[src/rtl/iptv_pkg.sv]
// iptv_pkg: shared types, constants and the character classifier for the
// address text validator. No dependencies.
package iptv_pkg;

    // result codes
    typedef enum logic [1:0] {
        KIND_V4      = 2'd0,
        KIND_V6      = 2'd1,
        KIND_UNKNOWN = 2'd2
    } t_ip_kind;

    // section limits and counts
    localparam int unsigned DEC_MAX      = 255;
    localparam int unsigned HEX_MAX      = 'hffff;
    localparam int unsigned DEC_SECTIONS = 4;
    localparam int unsigned HEX_SECTIONS = 8;
    localparam int unsigned DEC_BASE     = 10;
    localparam int unsigned HEX_BASE     = 16;

    // default depth of the queue between front and back
    localparam int unsigned IPTV_QUEUE_DEPTH = 4;

    // classified character, handed from front to back
    typedef struct packed {
        logic       is_dot;
        logic       is_colon;
        logic       is_dec;
        logic       is_hex;
        logic [3:0] digit;
        logic       last;
    } t_iptv_cls;

    localparam logic [7:0] CH_DOT   = 8'h2e;
    localparam logic [7:0] CH_COLON = 8'h3a;
    localparam logic [7:0] CH_0     = 8'h30;
    localparam logic [7:0] CH_9     = 8'h39;
    localparam logic [7:0] CH_LA    = 8'h61;
    localparam logic [7:0] CH_LF    = 8'h66;
    localparam logic [7:0] CH_UA    = 8'h41;
    localparam logic [7:0] CH_UF    = 8'h46;

    // classify one byte of text
    function automatic t_iptv_cls iptv_classify(input logic [7:0] c, input logic last);
        t_iptv_cls r;
        logic [7:0] d;
        r        = '0;
        d        = 8'd0;
        r.last   = last;
        r.is_dot   = (c == CH_DOT);
        r.is_colon = (c == CH_COLON);
        if (c >= CH_0 && c <= CH_9) begin
            d        = c - CH_0;
            r.is_dec = 1'b1;
            r.is_hex = 1'b1;
        end else if (c >= CH_LA && c <= CH_LF) begin
            d        = c - CH_LA + 8'd10;
            r.is_hex = 1'b1;
        end else if (c >= CH_UA && c <= CH_UF) begin
            d        = c - CH_UA + 8'd10;
            r.is_hex = 1'b1;
        end
        r.digit = d[3:0];
        return r;
    endfunction

endpackage

[src/rtl/iptv_if.sv]
// iptv_char_if and iptv_kind_if: valid/ready channels for text characters
// and for the verdict. No dependencies.
interface iptv_char_if;
    logic       valid;
    logic       ready;
    logic [7:0] char_code;
    logic       last_char;

    modport source (output valid, output char_code, output last_char, input ready);
    modport sink   (input valid, input char_code, input last_char, output ready);
endinterface

interface iptv_kind_if;
    logic       valid;
    logic       ready;
    logic [1:0] ip_kind;

    modport source (output valid, output ip_kind, input ready);
    modport sink   (input valid, input ip_kind, output ready);
endinterface

[src/rtl/iptv_queue.sv]
// iptv_queue: small fifo of classified characters between front and back.
// Depends on iptv_pkg.
module iptv_queue
    import iptv_pkg::*;
#(
    parameter int unsigned DEPTH = IPTV_QUEUE_DEPTH
) (
    input  logic      i_clk,
    input  logic      i_rst_n,
    input  logic      i_push,
    input  t_iptv_cls i_push_data,
    output logic      o_full,
    input  logic      i_pop,
    output logic      o_nonempty,
    output t_iptv_cls o_head
);
    localparam int unsigned PW = (DEPTH > 1) ? $clog2(DEPTH) : 1;
    localparam int unsigned CW = $clog2(DEPTH + 1);
    localparam logic [PW-1:0] LAST_PTR = PW'(DEPTH - 1);
    localparam logic [CW-1:0] FULL_CNT = CW'(DEPTH);

    t_iptv_cls       r_mem [DEPTH];
    logic [PW-1:0]   r_wr_ptr, n_wr_ptr;
    logic [PW-1:0]   r_rd_ptr, n_rd_ptr;
    logic [CW-1:0]   r_count, n_count;
    logic            w_push, w_pop;

    assign o_full     = (r_count == FULL_CNT);
    assign o_nonempty = (r_count != '0);
    assign o_head     = r_mem[r_rd_ptr];
    assign w_push     = i_push && !o_full;
    assign w_pop      = i_pop && o_nonempty;

    // pointer and count updates
    always_comb begin
        n_wr_ptr = r_wr_ptr;
        n_rd_ptr = r_rd_ptr;
        n_count  = r_count;
        if (w_push) begin
            n_wr_ptr = (r_wr_ptr == LAST_PTR) ? '0 : r_wr_ptr + 1'b1;
        end
        if (w_pop) begin
            n_rd_ptr = (r_rd_ptr == LAST_PTR) ? '0 : r_rd_ptr + 1'b1;
        end
        if (w_push && !w_pop) begin
            n_count = r_count + 1'b1;
        end else if (w_pop && !w_push) begin
            n_count = r_count - 1'b1;
        end
    end

    always_ff @(posedge i_clk) begin
        if (!i_rst_n) begin
            r_wr_ptr <= '0;
            r_rd_ptr <= '0;
            r_count  <= '0;
        end else begin
            r_wr_ptr <= n_wr_ptr;
            r_rd_ptr <= n_rd_ptr;
            r_count  <= n_count;
        end
    end

    // storage
    always_ff @(posedge i_clk) begin
        if (w_push) begin
            r_mem[r_wr_ptr] <= i_push_data;
        end
    end
endmodule

[src/rtl/iptv_front.sv]
// iptv_front: accepts characters and classifies them for the back end.
// Depends on iptv_pkg and iptv_char_if.
module iptv_front
    import iptv_pkg::*;
(
    iptv_char_if.sink  i_char,
    input  logic       i_queue_full,
    output logic       o_push,
    output t_iptv_cls  o_push_data
);
    // accept whenever the queue has room
    assign i_char.ready = !i_queue_full;
    assign o_push       = i_char.valid && !i_queue_full;
    assign o_push_data  = iptv_classify(i_char.char_code, i_char.last_char);
endmodule

[src/rtl/iptv_back.sv]
// iptv_back: runs the dotted-decimal and colon-hex checks on classified characters
// and holds the verdict in an output register. Depends on iptv_pkg and iptv_kind_if.
module iptv_back
    import iptv_pkg::*;
(
    input  logic        i_clk,
    input  logic        i_rst_n,
    input  logic        i_nonempty,
    input  t_iptv_cls   i_head,
    output logic        o_pop,
    iptv_kind_if.source o_kind
);
    localparam logic [2:0]  DEC_CNT_SAT = 3'd7;
    localparam logic [3:0]  HEX_CNT_SAT = 4'd15;
    localparam logic [2:0]  DEC_CNT_END = 3'(DEC_SECTIONS - 1);
    localparam logic [3:0]  HEX_CNT_END = 4'(HEX_SECTIONS - 1);
    localparam logic [12:0] DEC_LIM     = 13'(DEC_MAX);
    localparam logic [20:0] HEX_LIM     = 21'(HEX_MAX);
    localparam logic [12:0] DEC_MUL     = 13'(DEC_BASE);

    logic        r_seen_dot, n_seen_dot;
    logic        r_seen_colon, n_seen_colon;
    logic [2:0]  r_dec_cnt, n_dec_cnt;
    logic [8:0]  r_dec_val, n_dec_val;
    logic        r_dec_ne, n_dec_ne;
    logic        r_dec_ok, n_dec_ok;
    logic [3:0]  r_hex_cnt, n_hex_cnt;
    logic [16:0] r_hex_val, n_hex_val;
    logic        r_hex_ne, n_hex_ne;
    logic        r_hex_ok, n_hex_ok;
    logic        r_out_valid, n_out_valid;
    t_ip_kind    r_kind, n_kind;

    logic [12:0] w_dec_sum;
    logic [20:0] w_hex_sum;
    t_ip_kind    w_verdict;

    // take an item unless the verdict register is stalled
    assign o_pop = i_nonempty && (!r_out_valid || o_kind.ready);

    assign w_dec_sum = {4'd0, r_dec_val} * DEC_MUL + {9'd0, i_head.digit};
    assign w_hex_sum = {r_hex_val, 4'd0} + {17'd0, i_head.digit};

    // decimal check
    always_comb begin
        n_dec_cnt = r_dec_cnt;
        n_dec_val = r_dec_val;
        n_dec_ne  = r_dec_ne;
        n_dec_ok  = r_dec_ok;
        if (i_head.is_dot) begin
            if (!r_dec_ne) n_dec_ok = 1'b0;
            if (r_dec_cnt != DEC_CNT_SAT) n_dec_cnt = r_dec_cnt + 1'b1;
            if (n_dec_cnt > DEC_CNT_END) n_dec_ok = 1'b0;
            n_dec_val = '0;
            n_dec_ne  = 1'b0;
        end else if (i_head.is_dec) begin
            if (w_dec_sum > DEC_LIM) begin
                n_dec_val = 9'(DEC_MAX + 1);
                n_dec_ok  = 1'b0;
            end else begin
                n_dec_val = w_dec_sum[8:0];
            end
            n_dec_ne = 1'b1;
        end else begin
            n_dec_ok = 1'b0;
        end
    end

    // hex check
    always_comb begin
        n_hex_cnt = r_hex_cnt;
        n_hex_val = r_hex_val;
        n_hex_ne  = r_hex_ne;
        n_hex_ok  = r_hex_ok;
        if (i_head.is_colon) begin
            if (!r_hex_ne) n_hex_ok = 1'b0;
            if (r_hex_cnt != HEX_CNT_SAT) n_hex_cnt = r_hex_cnt + 1'b1;
            if (n_hex_cnt > HEX_CNT_END) n_hex_ok = 1'b0;
            n_hex_val = '0;
            n_hex_ne  = 1'b0;
        end else if (i_head.is_hex) begin
            if (w_hex_sum > HEX_LIM) begin
                n_hex_val = 17'(HEX_MAX + 1);
                n_hex_ok  = 1'b0;
            end else begin
                n_hex_val = w_hex_sum[16:0];
            end
            n_hex_ne = 1'b1;
        end else begin
            n_hex_ok = 1'b0;
        end
    end

    // separators seen and the verdict on the updated state
    always_comb begin
        n_seen_dot   = r_seen_dot || i_head.is_dot;
        n_seen_colon = r_seen_colon || i_head.is_colon;
        if (n_seen_dot) begin
            w_verdict = (n_dec_ok && n_dec_ne && n_dec_cnt == DEC_CNT_END) ?
                        KIND_V4 : KIND_UNKNOWN;
        end else if (n_seen_colon) begin
            w_verdict = (n_hex_ok && n_hex_ne && n_hex_cnt == HEX_CNT_END) ?
                        KIND_V6 : KIND_UNKNOWN;
        end else begin
            w_verdict = KIND_UNKNOWN;
        end
    end

    // output register
    always_comb begin
        n_out_valid = r_out_valid;
        n_kind      = r_kind;
        if (r_out_valid && o_kind.ready) n_out_valid = 1'b0;
        if (o_pop && i_head.last) begin
            n_out_valid = 1'b1;
            n_kind      = w_verdict;
        end
    end

    always_ff @(posedge i_clk) begin
        if (!i_rst_n || (o_pop && i_head.last)) begin
            r_seen_dot   <= 1'b0;
            r_seen_colon <= 1'b0;
            r_dec_cnt    <= '0;
            r_dec_val    <= '0;
            r_dec_ne     <= 1'b0;
            r_dec_ok     <= 1'b1;
            r_hex_cnt    <= '0;
            r_hex_val    <= '0;
            r_hex_ne     <= 1'b0;
            r_hex_ok     <= 1'b1;
        end else if (o_pop) begin
            r_seen_dot   <= n_seen_dot;
            r_seen_colon <= n_seen_colon;
            r_dec_cnt    <= n_dec_cnt;
            r_dec_val    <= n_dec_val;
            r_dec_ne     <= n_dec_ne;
            r_dec_ok     <= n_dec_ok;
            r_hex_cnt    <= n_hex_cnt;
            r_hex_val    <= n_hex_val;
            r_hex_ne     <= n_hex_ne;
            r_hex_ok     <= n_hex_ok;
        end
    end

    always_ff @(posedge i_clk) begin
        if (!i_rst_n) begin
            r_out_valid <= 1'b0;
        end else begin
            r_out_valid <= n_out_valid;
        end
    end

    always_ff @(posedge i_clk) begin
        r_kind <= n_kind;
    end

    assign o_kind.valid   = r_out_valid;
    assign o_kind.ip_kind = r_kind;
endmodule

[src/rtl/ip_address_text_validator_top.sv]
// A verdict reaches the verdict register after its last character has been
// written into the queue storage and then popped by the back end.
// Throughput: one character per cycle while the verdict is not stalled; the
// queue absorbs output stalls up to its depth.
// Reset: synchronous active low; clears queue, checks and the verdict valid flag.
// ip_address_text_validator_top: front, queue and back. Depends on iptv_pkg, iptv_if.
module ip_address_text_validator_top
    import iptv_pkg::*;
#(
    parameter int unsigned QUEUE_DEPTH = IPTV_QUEUE_DEPTH
) (
    input  logic        i_clk,
    input  logic        i_rst_n,
    iptv_char_if.sink   i_char,
    iptv_kind_if.source o_kind
);
    logic      w_full, w_push, w_pop, w_nonempty;
    t_iptv_cls w_push_data, w_head;

    // classify incoming characters
    iptv_front u_front (
        .i_char       (i_char),
        .i_queue_full (w_full),
        .o_push       (w_push),
        .o_push_data  (w_push_data)
    );

    // decoupling queue
    iptv_queue #(
        .DEPTH (QUEUE_DEPTH)
    ) u_queue (
        .i_clk       (i_clk),
        .i_rst_n     (i_rst_n),
        .i_push      (w_push),
        .i_push_data (w_push_data),
        .o_full      (w_full),
        .i_pop       (w_pop),
        .o_nonempty  (w_nonempty),
        .o_head      (w_head)
    );

    // run the checks and give the verdict
    iptv_back u_back (
        .i_clk      (i_clk),
        .i_rst_n    (i_rst_n),
        .i_nonempty (w_nonempty),
        .i_head     (w_head),
        .o_pop      (w_pop),
        .o_kind     (o_kind)
    );
endmodule

[src/flat_wrapper.sv]
// flat-port wrapper written by rule: the top's interface ports become plain ports
module ip_address_text_validator_top_flat import iptv_pkg::*;
#(
    parameter int unsigned QUEUE_DEPTH = IPTV_QUEUE_DEPTH
)
  (i_clk, i_rst_n, i_char_valid, i_char_char_code, i_char_last_char, i_char_ready, o_kind_valid, o_kind_ip_kind, o_kind_ready);
  iptv_char_if i_char_i ();
  iptv_kind_if o_kind_i ();
  input  logic i_clk;
  input  logic i_rst_n;
  input wire logic [$bits(i_char_i.valid)-1:0] i_char_valid;
  input wire logic [$bits(i_char_i.char_code)-1:0] i_char_char_code;
  input wire logic [$bits(i_char_i.last_char)-1:0] i_char_last_char;
  output wire logic [$bits(i_char_i.ready)-1:0] i_char_ready;
  output wire logic [$bits(o_kind_i.valid)-1:0] o_kind_valid;
  output wire logic [$bits(o_kind_i.ip_kind)-1:0] o_kind_ip_kind;
  input wire logic [$bits(o_kind_i.ready)-1:0] o_kind_ready;
  assign i_char_i.valid = i_char_valid;
  assign i_char_i.char_code = i_char_char_code;
  assign i_char_i.last_char = i_char_last_char;
  assign i_char_ready = i_char_i.ready;
  assign o_kind_valid = o_kind_i.valid;
  assign o_kind_ip_kind = o_kind_i.ip_kind;
  assign o_kind_i.ready = o_kind_ready;
  ip_address_text_validator_top #(.QUEUE_DEPTH(QUEUE_DEPTH)) u_core (.i_clk(i_clk), .i_rst_n(i_rst_n), .i_char(i_char_i), .o_kind(o_kind_i));
endmodule
[config.mk]
export PLATFORM = sky130hd
export DESIGN_NAME = ip_address_text_validator_top_flat
export DESIGN_NICKNAME = d
export VERILOG_FILES = /design/src/rtl/iptv_pkg.sv /design/src/rtl/iptv_if.sv /design/src/rtl/iptv_queue.sv /design/src/rtl/iptv_front.sv /design/src/rtl/iptv_back.sv /design/src/rtl/ip_address_text_validator_top.sv /design/src/flat_wrapper.sv
export SDC_FILE = /design/constraint.sdc
export NUM_CORES = 1
export LEC_CHECK = 0
export BUFFER_PORTS_ARGS = -buffer_cell sky130_fd_sc_hd__buf_2
export CAP_MARGIN = 15
export CORE_ASPECT_RATIO = 1.1
export CORE_MARGIN = 2
export CORE_UTILIZATION = 55
export CTS_CLUSTER_DIAMETER = 100
export DETAILED_ROUTE_END_ITERATION = 8
export PLACE_DENSITY = 0.72
export SETUP_SLACK_MARGIN = 0.3
export SLEW_MARGIN = 20
export SYNTH_ARGS = -nofsm -noshare
export SYNTH_HDL_FRONTEND = slang
export SYNTH_SLANG_ARGS = --single-unit
[constraint.sdc]
create_clock -name i_clk -period 3.7 [get_ports i_clk]
set_clock_uncertainty 0.1 [all_clocks]
set_input_delay 0.37 -clock i_clk [delete_from_list [all_inputs] [get_ports i_clk]]
set_output_delay 0.37 -clock i_clk [all_outputs]
set_load 0.05 [all_outputs]
Word level (Yosys, flattened, before mapping)

Memories as Yosys holds them, arrays and structs flattened. A register that Yosys moved wholly into a read port is not among the register bits.
Cells that the tools add are included.

Flip-flop bits (word level): 49
Bits in writable memories: 36
Bits of input ports: 13
Memories: 1

Memory list:

| name                 | words | bits a word | read ports | clocked after Yosys merged registers in | wr ports | line             | RTL |
|---|---|---|---|---|---|---|---|
| u_core.u_queue.r_mem | 4     | 9           | 1          | 1                                       | 1        | iptv_queue.sv:22 | `t_iptv_cls r_mem [DEPTH];` |

$add $sub $neg: 13
Multipliers: 1
Magnitude comparators: 10
Equality and inequality tests: 9
Muxes and demuxes: 47
Reduce and logical (&&, ||, !) cells: 31

Operator list:

| cell                                                              | count |
|---|---|
| 2-to-1 mux 17 bit                                                 | 3 |
| 2-to-1 mux 9 bit                                                  | 3 |
| 2-to-1 mux 4 bit                                                  | 6 |
| 2-to-1 mux 1 bit                                                  | 22 |
| adder 21 x 4 -> 21 bit                                            | 1 |
| greater-than comparator 21 x 16 -> 1 bit, second input constant   | 1 |
| == test 8 x 6 -> 1 bit, second input constant                     | 2 |
| greater-or-equal comparator 8 x 7 -> 1 bit, second input constant | 2 |
| less-or-equal comparator 8 x 7 -> 1 bit, second input constant    | 2 |
| 2-to-1 mux 2 bit                                                  | 8 |
| logical AND 1 bit                                                 | 15 |
| 2-to-1 mux 3 bit                                                  | 5 |
| adder 13 x 4 -> 13 bit                                            | 1 |
| greater-than comparator 13 x 8 -> 1 bit, second input constant    | 1 |
| multiplier 9 x 3 -> 12 bit, second input constant                 | 1 |
| subtractor 4 x 1 -> 4 bit, second input constant                  | 3 |
| adder 4 bit, second input constant                                | 2 |
| greater-or-equal comparator 8 x 6 -> 1 bit, second input constant | 1 |
| less-or-equal comparator 8 x 6 -> 1 bit, second input constant    | 1 |
| nonzero test 2 bit                                                | 4 |
| adder 3 x 1 -> 3 bit, second input constant                       | 2 |
| logical NOT 1 bit                                                 | 5 |
| adder 2 x 1 -> 2 bit, second input constant                       | 2 |
| adder 4 x 1 -> 4 bit, second input constant                       | 1 |
| other kinds (12)                                                  | 17 |

Logic depth before layout (Yosys ltp)

Gate-level depths: netlist of run 1.

Depth in word-level cells: 11
Depth in mapped cells: 10

Cells and area by module

From an unflattened synthesis of run 1, not the netlist that was laid out.

Cell total of the unflattened synthesis: 362
Area, all modules: 4190.3 um2

Modules (own cells, without submodules):

| module     | instances | cells an instance | area an instance (um2) | seq. area each (um2) |
|---|---|---|---|---|
| iptv_back  | 1         | 235               | 2175.8                 | 860.8 |
| iptv_queue | 1         | 98                | 1775.5                 | 1261.2 |
| iptv_front | 1         | 29                | 239.0                  | 0.0 |

Least setup slack after synthesis of run 1

Ideal clock, no wire load.

Path kind: register -> register
Start point: reg (tool-made name)
End point: reg u_core.u_back.r_dec_val[1]
Arrival time: 2731 ps
Required time: 3538 ps
Path slack: 807 ps
Stages on the path, launching flop included: 10
Buffers on the path: 1
Cell sequence: dfxtp_1 > buf_4 > mux4_2 > ha_1 > fa_1 > a21o_1 > nand2_1 > nand4_1 > a211oi_4 > a32o_1

RTL lines:

| element              | line             | RTL |
|---|---|---|
| end signal, assigned | iptv_back.sv:136 | `r_dec_val <= n_dec_val;` |
| end, declared        | iptv_back.sv:24  | `logic [8:0] r_dec_val, n_dec_val;` |

==> results of run 1 <==
==> routing by layer <==
metal  part of all wire, %  GRT usage, %  wire, um
met2                    49         35.10      3703
met3                   2.4         3.377       182
met5                     0             0         0
met4                   2.0         8.333       153
met1                    46         24.97      3452
==> area by class of cell <==
cell class / count / area, um^2 / area share, %
clock buffers: 10 / 127.6 / 2.795
clock inverters: 6 / 82.58 / 1.808
inverters: 16 / 60.06 / 1.315
multi-input cells: 252 / 1963 / 42.99
flip-flops and latches: 87 / 2122 / 46.47
well taps: 87 / 108.9 / 2.384
repair buffers: 19 / 102.6 / 2.247
==> kinds of logic after synthesis <==
kind of cell	count (synthesis)	synth area share (%)
compound gates	75	13.85
simple gates	119	14.32
xor+xnor	13	2.710
buf+inv	27	2.769
fa+ha+maj	32	10.07
flops	87	50.51
mux	13	5.777
==> cells in the mapped netlist, types with 2 or more instances <==
library cell | number | share of area [%]
sky130_fd_sc_hd__dfxtp_1 | 49 | 23
sky130_fd_sc_hd__nor2_1 | 39 | 3.5
sky130_fd_sc_hd__edfxtp_1 | 38 | 27
sky130_fd_sc_hd__ha_1 | 29 | 8.6
sky130_fd_sc_hd__nand2_1 | 22 | 2.0
sky130_fd_sc_hd__a22oi_1 | 16 | 2.9
sky130_fd_sc_hd__inv_1 | 14 | 1.3
sky130_fd_sc_hd__a21oi_1 | 11 | 1.3
sky130_fd_sc_hd__nand3_1 | 11 | 1.3
sky130_fd_sc_hd__o21ai_0 | 10 | 1.2
sky130_fd_sc_hd__mux4_2 | 9 | 4.8
sky130_fd_sc_hd__a32o_1 | 8 | 1.9
sky130_fd_sc_hd__nor3_1 | 8 | 0.95
sky130_fd_sc_hd__xor2_1 | 8 | 1.7
sky130_fd_sc_hd__nor2b_1 | 7 | 1.0
sky130_fd_sc_hd__and3_1 | 6 | 0.89
sky130_fd_sc_hd__nand2b_1 | 6 | 0.89
sky130_fd_sc_hd__a21boi_0 | 5 | 0.89
sky130_fd_sc_hd__a21o_1 | 5 | 0.89
sky130_fd_sc_hd__clkbuf_1 | 5 | 0.45
sky130_fd_sc_hd__xnor2_1 | 5 | 1.0
sky130_fd_sc_hd__mux2i_1 | 4 | 0.95
sky130_fd_sc_hd__nor3b_1 | 4 | 0.71
sky130_fd_sc_hd__and2_1 | 3 | 0.45
sky130_fd_sc_hd__buf_4 | 3 | 0.54
sky130_fd_sc_hd__fa_1 | 3 | 1.4
sky130_fd_sc_hd__nor4b_1 | 3 | 0.63
sky130_fd_sc_hd__a211oi_1 | 2 | 0.36
sky130_fd_sc_hd__a311o_1 | 2 | 0.48
sky130_fd_sc_hd__a41oi_1 | 2 | 0.42
sky130_fd_sc_hd__buf_2 | 2 | 0.24
sky130_fd_sc_hd__nand4_1 | 2 | 0.30
==> state kept, by name, summed over array words and instances, names as in the netlist, named ones only <==
signal	flops
u_core.u_queue.r_wr_ptr	2
u_core.u_back.r_hex_val	17
u_core.u_back.r_dec_ne	1
u_core.u_back.r_hex_cnt	4
u_core.u_back.r_seen_dot	1
u_core.u_back.r_dec_ok	1
u_core.u_back.r_seen_colon	1
u_core.u_back.o_kind.ip_kind	2
u_core.u_back.r_dec_cnt	3
u_core.u_queue.r_rd_ptr	2
u_core.u_back.r_hex_ne	1
u_core.u_back.r_hex_ok	1
u_core.u_back.r_dec_val	9
u_core.u_queue.r_mem	36
u_core.u_back.o_kind.valid	1
u_core.u_queue.r_count	3
==> power breakdown <==
| group | internal, mW | switching (mW) |
|---|---|---|
| clock | 0.378 | 0.318 |
| sequential | 1.14 | 0.0876 |
| combinational | 0.353 | 0.583 |
==> worst max path at each step <==
stage	from	end	slack (ns)	cells after the start
global placement	flip-flop	u_core.u_back.r_dec_val[1]$_SDFFE_PP0P_	0.69	8
finish	flip-flop	u_core.u_back.r_dec_val[1]$_SDFFE_PP0P_	0.58	8
CTS	flip-flop	u_core.u_back.r_dec_val[7]$_SDFFE_PP0P_	0.61	8
global route	flip-flop	u_core.u_back.r_dec_val[7]$_SDFFE_PP0P_	0.38	8
detailed placement	flip-flop	u_core.u_back.r_dec_val[2]$_SDFFE_PP0P_	0.62	8
floorplan	flip-flop	u_core.u_back.r_dec_val[1]$_SDFFE_PP0P_	0.81	9
==> through the flow <==
stage,worst slack (ns),hold WS (ns),power [mW],util [%],std cells
global route,0.3758,0.1220,3.062,61.45,477
CTS,0.6054,0.1284,2.877,61.45,477
detailed placement,0.6245,0.3678,2.187,58.62,461
global placement,0.6869,0.3557,2.161,58.62,461
floorplan,0.8075,0.3407,1.980,-,366
finish,0.5835,0.1354,2.860,61.45,477
==> worst max-delay path: cells and delay by family, from the launching register on <==
family	cells	cell delay, ns
AO/OA/AOI/OAI	3	0.97
adder cells (fa/ha/maj)	2	0.69
multiplexers	1	0.54
flip-flops	1	0.44
AND/OR/NAND/NOR	2	0.31
==> results by group, run 1 <==
GRT
  – Via count of the first global-routing pass: 2,807
  – Total congestion overflow after global routing: 0
  – First-pass GRT wire length: 12.97 mm
  – Antenna violations before repair: 0
  – Maximum number of pins on one net before global-route repair: 30
  – Global routing usage summed across all routing layers: 20.25%

Die
  – Initial core utilization: 56.53%
  – Count of pins on the block boundary: 17
  – Cell row count: 33
  – Die extent in y: 95.67 um
  – Die width: 87.34 um
  – Die ar.: 8355 um^2
  – Total core area: 7432 um^2

Clock network
  – CTS buffer count: 9
  – Clock tree buffer depth: 2
  – Clock slew at the register clock pins of the worst setup and hold paths: 0.08 ns
  – Number of cells upsized or downsized after cts: 0
  – TritonCTS clock tree: yes
  – Hold buffer count at cts: 0
  – CTS H-Tree Depth: 3
  – Clock sink total: 87
  – Post-CTS setup buffers: 0
  – Buffer cell driving the clock tree root: sky130_fd_sc_hd__clkbuf_8
  – Clock latency on the worst-skew pair: 0.35 ns

Power and ir drop
  – Power density over the cells: 626.2 nW/um^2
  – Worst IR Drop VDD: 0.0003994 V
  – Leakage dissipation: 1.789 nW

Route
  – Vias per cell: 5.841
  – Count of unresolved DRC violations after routing: 0
  – Wire per inst: 15.70 um
  – Number of DRC markers in iteration 0: 127
  – Total via count after detailed routing: 2,786
  – Number of detailed-route iterations in the first pass: 4
  – Total detailed-routing wirelength: 7.490 mm
  – Number of routed nets with antenna violations: 0

STA
  – Count of final setup violators: 0
  – Total count of max-transition violations in the final report: 0
  – Worst-margin pin slew: 0.9596 ns
  – Final number of hold-violating endpoints: 0
  – Maximum clock frequency: 320.9 MHz
  – Final min period: 3.117 ns
  – Final worst path period share: 84.23%
  – Aggregate negative setup slack: 0 ns
  – Setup repair after global routing missed its margin: false
  – Max_slew headroom: 35.21%

Placement
  – Placer congestion estimate: 0.7841
  – Number of port buffers: 16
  – Final HPWL DP: 5.444 mm
  – Cell area reported after detailed placement: 4357 um^2

Synthesis
  – Synthesized area per cell: 11.48 um^2
  – Count of mapped cells out of synthesis: 366
  – Register bit count reported by yosys: 87
  – Proportion of synthesized chip area in sequential cells: 50.51%
  – Number of distinct library cell variants in the gate-level netlist after synthesis: 57
  – FFs w/ async S/R, synth: 0%
  – Number of flops mapped to enable cells by yosys: 38
  – Commonest register cell after synthesis: sky130_fd_sc_hd__dfxtp_1
  – Number of warnings reported in the yosys synthesis log: 0
  – Post-synthesis net count: 411
  – Syn Std Cell Area: 4202 um^2

Setup path
  – Maximum cell stage delay along the critical path: 0.54 ns
  – Endpoint type of the worst setup path: flip-flop
  – Cells along the critical path: mux4_2 > ha_1 > fa_1 > a21o_1 > nand2_1 > nand4_1 > a211oi_4 > a32o_1
  – FF-to-FF path depth: 8
  – Setup slack, reg-to-reg: 0.58 ns
  – Critical path class: reg2reg
  – Reg2Reg Capture Point: u_core.u_back.r_dec_val[1]$_SDFFE_PP0P_
  – Arrival time of data at the critical path endpoint: 3.30 ns
  – Max stage delay cell, worst path: sky130_fd_sc_hd__mux4_2
  – CP Launch Type: flip-flop
  – CP Max Fanout: 10
  – CP Data Required Time: 3.88 ns

Final layout
  – Area growth from synthesis to final layout: 8.696%
  – Most frequent cells in the layout: sky130_fd_sc_hd__dfxtp_1 (49), sky130_fd_sc_hd__nor2_1 (39), sky130_fd_sc_hd__edfxtp_1 (38)
  – Ratio of cells with drive above 1 in the final layout: 13.08%
  – Fin nets: 430
  – Most frequent standard cell in the layout excluding fill and tap cells: sky130_fd_sc_hd__dfxtp_1
  – Filler cell count: 594
  – Number of diodes added for antenna fixing: 0
  – Design area: 4567 um^2

Hold path
  – Hold wc startpoint: i_char_last_char
  – Tightest Hold Check Type: in2reg
  – Cell depth of the worst min-delay path: 1
  – Endpoint, Worst Hold: u_core.u_queue.r_mem[2][0]$_DFFE_PP_

Status
  – Outcome: complete, no violations

Run
  – Count of max-cap constraint violations: 0
Power figures use the tool's default switching activity.
==> run 2: changes to the inputs <==
--- a/config.mk
+++ b/config.mk
@@ -5,6 +5,7 @@
 export SDC_FILE = /design/constraint.sdc
 export NUM_CORES = 1
 export LEC_CHECK = 0
+export ABC_AREA = 1
 export BUFFER_PORTS_ARGS = -buffer_cell sky130_fd_sc_hd__buf_2
 export CAP_MARGIN = 15
 export CORE_ASPECT_RATIO = 1.1
@@ -12,7 +13,7 @@
 export CORE_UTILIZATION = 55
 export CTS_CLUSTER_DIAMETER = 100
 export DETAILED_ROUTE_END_ITERATION = 8
-export PLACE_DENSITY = 0.72
+export PLACE_DENSITY = 0.75
 export SETUP_SLACK_MARGIN = 0.3
 export SLEW_MARGIN = 20
 export SYNTH_ARGS = -nofsm -noshare
==> constraint.sdc (replaced) <==
create_clock -name i_clk -period 2.6 [get_ports i_clk]
set_clock_uncertainty 0.1 [all_clocks]
set_input_delay 0.26 -clock i_clk [delete_from_list [all_inputs] [get_ports i_clk]]
set_output_delay 0.26 -clock i_clk [all_outputs]
set_load 0.05 [all_outputs]
==> run 2 against run 1 <==
Against the previous run: sequential power increased by 47%; synthesized area grew 7.8%; worst hold slack got worse by 0.12 ns; utilization up 3.6 points; clock power is 38% higher; highest routed layer unchanged; via count rose by 26%; critical path type unchanged; flip-flop and latch count stayed put; register-to-register slack worse by 0.52 ns; setup slack worse by 0.52 ns.
==> results by group, run 2 <==
Status
  – Outcome: complete, no violations (unchanged)

Power and ir drop
  – Worst IR Drop VDD: 0.0006340 V (was 0.0003994 V)
  – Leakage dissipation: 2.123 nW (was 1.789 nW)
  – Power density over the cells: 912.5 nW/um^2 (was 626.2 nW/um^2)
  – Final Power: 4.721 mW (was 2.860 mW)

Final layout
  – Area growth from synthesis to final layout: 14.26% (was 8.696%)
  – Most frequent cells in the layout: sky130_fd_sc_hd__nand2_1 (100), sky130_fd_sc_hd__inv_1 (48), sky130_fd_sc_hd__nor2_1 (43), sky130_fd_sc_hd__a21oi_1 (43), sky130_fd_sc_hd__dfxtp_1 (43) (was sky130_fd_sc_hd__dfxtp_1 (49), sky130_fd_sc_hd__nor2_1 (39), sky130_fd_sc_hd__edfxtp_1 (38))
  – Ratio of cells with drive above 1 in the final layout: 22.24% (was 13.08%)
  – Area occupied by multi-input gates: 2253 um^2 (was 1963 um^2)
  – Number of diodes added for antenna fixing: 0 (unchanged)
  – Filler cell count: 633 (was 594)
  – Fin nets: 593 (was 430)
  – Largest registers: u_core.u_queue.r_mem (36), u_core.u_back.r_hex_val (17), u_core.u_back.r_dec_val (9) (unchanged)
  – Sequential cell area: 2135 um^2 (was 2122 um^2)
  – Reg with most FFs: u_core.u_queue.r_mem (unchanged)
  – Fin util: 65.04% (was 61.45%)
  – Most frequent standard cell in the layout excluding fill and tap cells: sky130_fd_sc_hd__nand2_1 (was sky130_fd_sc_hd__dfxtp_1)
  – Max FFs per register: 36 (unchanged)

Setup path
  – Critical Path Stages: 13 (was 8)
  – FF-to-FF path depth: 13 (was 8)
  – CP Max Fanout: 8 (was 10)
  – Arrival time of data at the critical path endpoint: 2.72 ns (was 3.30 ns)
  – Cells along the critical path: ha_4 > ha_4 > inv_2 > fa_2 > xnor2_4 > nand2_2 > nor2_4 > nand3_2 > nand2_2 > nand3_4 > nor2_8 > nand3_2 > a21oi_2 (was mux4_2 > ha_1 > fa_1 > a21o_1 > nand2_1 > nand4_1 > a211oi_4 > a32o_1)
  – CP Launch Type: flip-flop (unchanged)
  – Maximum cell stage delay along the critical path: 0.43 ns (was 0.54 ns)
  – Max stage delay cell, worst path: sky130_fd_sc_hd__fa_2 (was sky130_fd_sc_hd__mux4_2)
  – Endpoint type of the worst setup path: flip-flop (unchanged)
  – Worst path top cell family by delay: simple AND/OR/NAND/NOR gates (was compound AO/OA/AOI/OAI gates)
  – Critical path class: reg2reg (unchanged)
  – Worst Path Buf+Inv: 1 (was 0)
  – CP Data Required Time: 2.78 ns (was 3.88 ns)

STA
  – Worst-margin pin slew: 0.5692 ns (was 0.9596 ns)
  – Max_slew headroom: 62.00% (was 35.21%)
  – Count of final setup violators: 0 (unchanged)
  – Hold Slack: 0.01913 ns (was 0.1354 ns)
  – Final worst path period share: 97.70% (was 84.23%)
  – Final min period: 2.540 ns (was 3.117 ns)
  – Total count of max-transition violations in the final report: 0 (unchanged)
  – Maximum clock frequency: 393.7 MHz (was 320.9 MHz)
  – Setup repair after global routing missed its margin: true (was false)
  – Final number of hold-violating endpoints: 0 (unchanged)

Die
  – Die ar.: 8975 um^2 (was 8355 um^2)
  – Count of pins on the block boundary: 17 (unchanged)
  – Die extent in y: 99.17 um (was 95.67 um)
  – Cell row count: 34 (was 33)
  – Die width: 90.51 um (was 87.34 um)
  – Total core area: 7955 um^2 (was 7432 um^2)
  – Initial core utilization: 56.92% (was 56.53%)

Route
  – Total detailed-routing wirelength: 8.900 mm (was 7.490 mm)
  – Number of detailed-route iterations in the first pass: 4 (unchanged)
  – Number of routed nets with antenna violations: 0 (unchanged)
  – Wire per inst: 13.46 um (was 15.70 um)
  – Count of unresolved DRC violations after routing: 0 (unchanged)
  – Total via count after detailed routing: 3,513 (was 2,786)
  – Vias per cell: 5.315 (was 5.841)
  – Number of DRC markers in iteration 0: 181 (was 127)

GRT
  – Global routing usage summed across all routing layers: 20.79% (was 20.25%)
  – First-pass GRT wire length: 14.88 mm (was 12.97 mm)
  – Total congestion overflow after global routing: 0 (unchanged)
  – Via count of the first global-routing pass: 3,387 (was 2,807)
  – Maximum number of pins on one net before global-route repair: 32 (was 30)
  – Antenna violations before repair: 0 (unchanged)

Placement
  – Final HPWL DP: 6.303 mm (was 5.444 mm)
  – Placer congestion estimate: 0.8657 (was 0.7841)
  – Number of port buffers: 16 (unchanged)

Run
  – Count of max-cap constraint violations: 0 (unchanged)

Synthesis
  – Syn Std Cell Area: 4528 um^2 (was 4202 um^2)
  – Number of flops mapped to enable cells by yosys: 38 (unchanged)
  – FFs w/ async S/R, synth: 0% (unchanged)
  – Commonest register cell after synthesis: sky130_fd_sc_hd__dfxtp_1 (unchanged)
  – Count of mapped cells out of synthesis: 514 (was 366)
  – Dominant cell by count in the synthesized netlist: sky130_fd_sc_hd__nand2_1 (was sky130_fd_sc_hd__dfxtp_1)
  – Cell types with the largest area share after synthesis: sky130_fd_sc_hd__edfxtp_1 (25%), sky130_fd_sc_hd__dfxtp_1 (22%), sky130_fd_sc_hd__nand2_1 (8.6%), sky130_fd_sc_hd__ha_1 (8.0%), sky130_fd_sc_hd__a21oi_1 (5.2%) (was sky130_fd_sc_hd__edfxtp_1 (27%), sky130_fd_sc_hd__dfxtp_1 (23%), sky130_fd_sc_hd__ha_1 (8.6%), sky130_fd_sc_hd__mux4_2 (4.8%), sky130_fd_sc_hd__nor2_1 (3.5%))
  – Number of warnings reported in the yosys synthesis log: 0 (unchanged)
  – Synthesized area per cell: 8.810 um^2 (was 11.48 um^2)
  – Most used standard cells in the synthesized netlist: sky130_fd_sc_hd__nand2_1 (104), sky130_fd_sc_hd__inv_1 (51), sky130_fd_sc_hd__dfxtp_1 (49), sky130_fd_sc_hd__a21oi_1 (47), sky130_fd_sc_hd__nor2_1 (44) (was sky130_fd_sc_hd__dfxtp_1 (49), sky130_fd_sc_hd__nor2_1 (39), sky130_fd_sc_hd__edfxtp_1 (38), sky130_fd_sc_hd__ha_1 (29), sky130_fd_sc_hd__nand2_1 (22))
  – Post-synthesis net count: 559 (was 411)
  – Number of distinct library cell variants in the gate-level netlist after synthesis: 46 (was 57)
  – Cell taking the most area after synthesis: sky130_fd_sc_hd__edfxtp_1 (unchanged)
  – Proportion of synthesized chip area in sequential cells: 46.86% (was 50.51%)
  – Register bit count reported by yosys: 87 (unchanged)
  – Top-area cell type share of the netlist area: 25.20% (was 27.16%)

Clock network
  – Buffer cell driving the clock tree root: sky130_fd_sc_hd__clkbuf_8 (unchanged)
  – Clock latency on the worst-skew pair: 0.36 ns (was 0.35 ns)
  – Clock tree buffer depth: 2 (unchanged)
  – CTS H-Tree Depth: 3 (unchanged)
  – Clock slew at the register clock pins of the worst setup and hold paths: 0.08 ns (about the same)
  – CTS buffer count: 9 (unchanged)
  – Hold buffer count at cts: 0 (unchanged)
  – TritonCTS clock tree: yes (unchanged)
  – Clock sink total: 87 (unchanged)

Hold path
  – Tightest Hold Check Type: in2reg (unchanged)
  – Cell depth of the worst min-delay path: 1 (unchanged)
run 2: cell count changes after synthesis, sizes merged, moves of 7 or more:
cell,change
a21oi,+37
a22oi,-15
a32o,-8
inv,+45
mux4,-9
nand2,+91
nand3,+21
nor2,+14
nor2b,-7
o21ai,+24
o22ai,+7
run 2: repair_timing:
action,CTS,global route
setup endpoints to repair,11,12
pin swaps,16,17
gates resized for setup,20,14
buffers inserted,3,7
run 2: routing by layer:
layer / GRT usage (%) / routed length, um / vias up
li1: - / - / 1796
met1: 24.45 / 3832 / 1649
met2: 37.20 / 4649 / 57
met3: 4.242 / 307 / 11
met4: 8.521 / 110 / 0
met5: 0 / 0 / -
run 2: through the flow:
stage	setup slack (ns)	instance area [um^2]	cells	setup TNS, ns
global route	-0.08723	5174	661	-0.3004
detailed placement	0.04327	4761	635	0
floorplan	0.2620	4567	514	0
finish	0.05987	5174	661	0
global placement	0.1241	4761	635	0
CTS	0.1418	5070	654	0
run 2: final cells by class:
cell class,count,area share (%)
Tap cell,108,2.612
Inverter,60,4.498
Sequential cell,87,41.26
Timing Repair Buffer,34,4.160
Multi-Input combinational cell,356,43.56
Clock buffer,13,3.120
Clock inverter,3,0.7981
run 2: where the power goes:
| part | internal (mW) | switching (mW) | leakage (nW) |
|---|---|---|---|
| combinational | 0.648 | 1.30 | 1.24 |
| sequential | 1.66 | 0.156 | 0.778 |
| clock | 0.507 | 0.453 | 0.106 |
| total | 2.81 | 1.91 | 2.12 |
run 2: cells by family after synthesis:
family / Yosys count / synth area share [%]
AO/OA/AOI/OAI: 98 / 12.24
flip-flops: 87 / 46.86
multiplexers: 1 / 0.2211
AND/OR/NAND/NOR: 217 / 22.55
adder cells (fa/ha/maj): 32 / 9.340
XOR/XNOR: 8 / 1.962
buffers and inverters: 71 / 6.825
run 2: path summary, 6_finish.rpt:
kind / slack (ns) / endpoint / from
worst max-delay path: 0.06 / u_core.u_back.r_dec_val[1]$_SDFFE_PP0P_ / u_core.u_back.r_dec_val[1]$_SDFFE_PP0P_
worst min-delay path: 0.02 / u_core.u_queue.r_mem[1][0]$_DFFE_PP_ / i_char_last_char
worst max register to register: 0.06 / u_core.u_back.r_dec_val[1]$_SDFFE_PP0P_ / u_core.u_back.r_dec_val[1]$_SDFFE_PP0P_
worst min register to register: 0.36 / u_core.u_back.r_hex_val[4]$_SDFFE_PP0P_ / u_core.u_back.r_hex_val[4]$_SDFFE_PP0P_
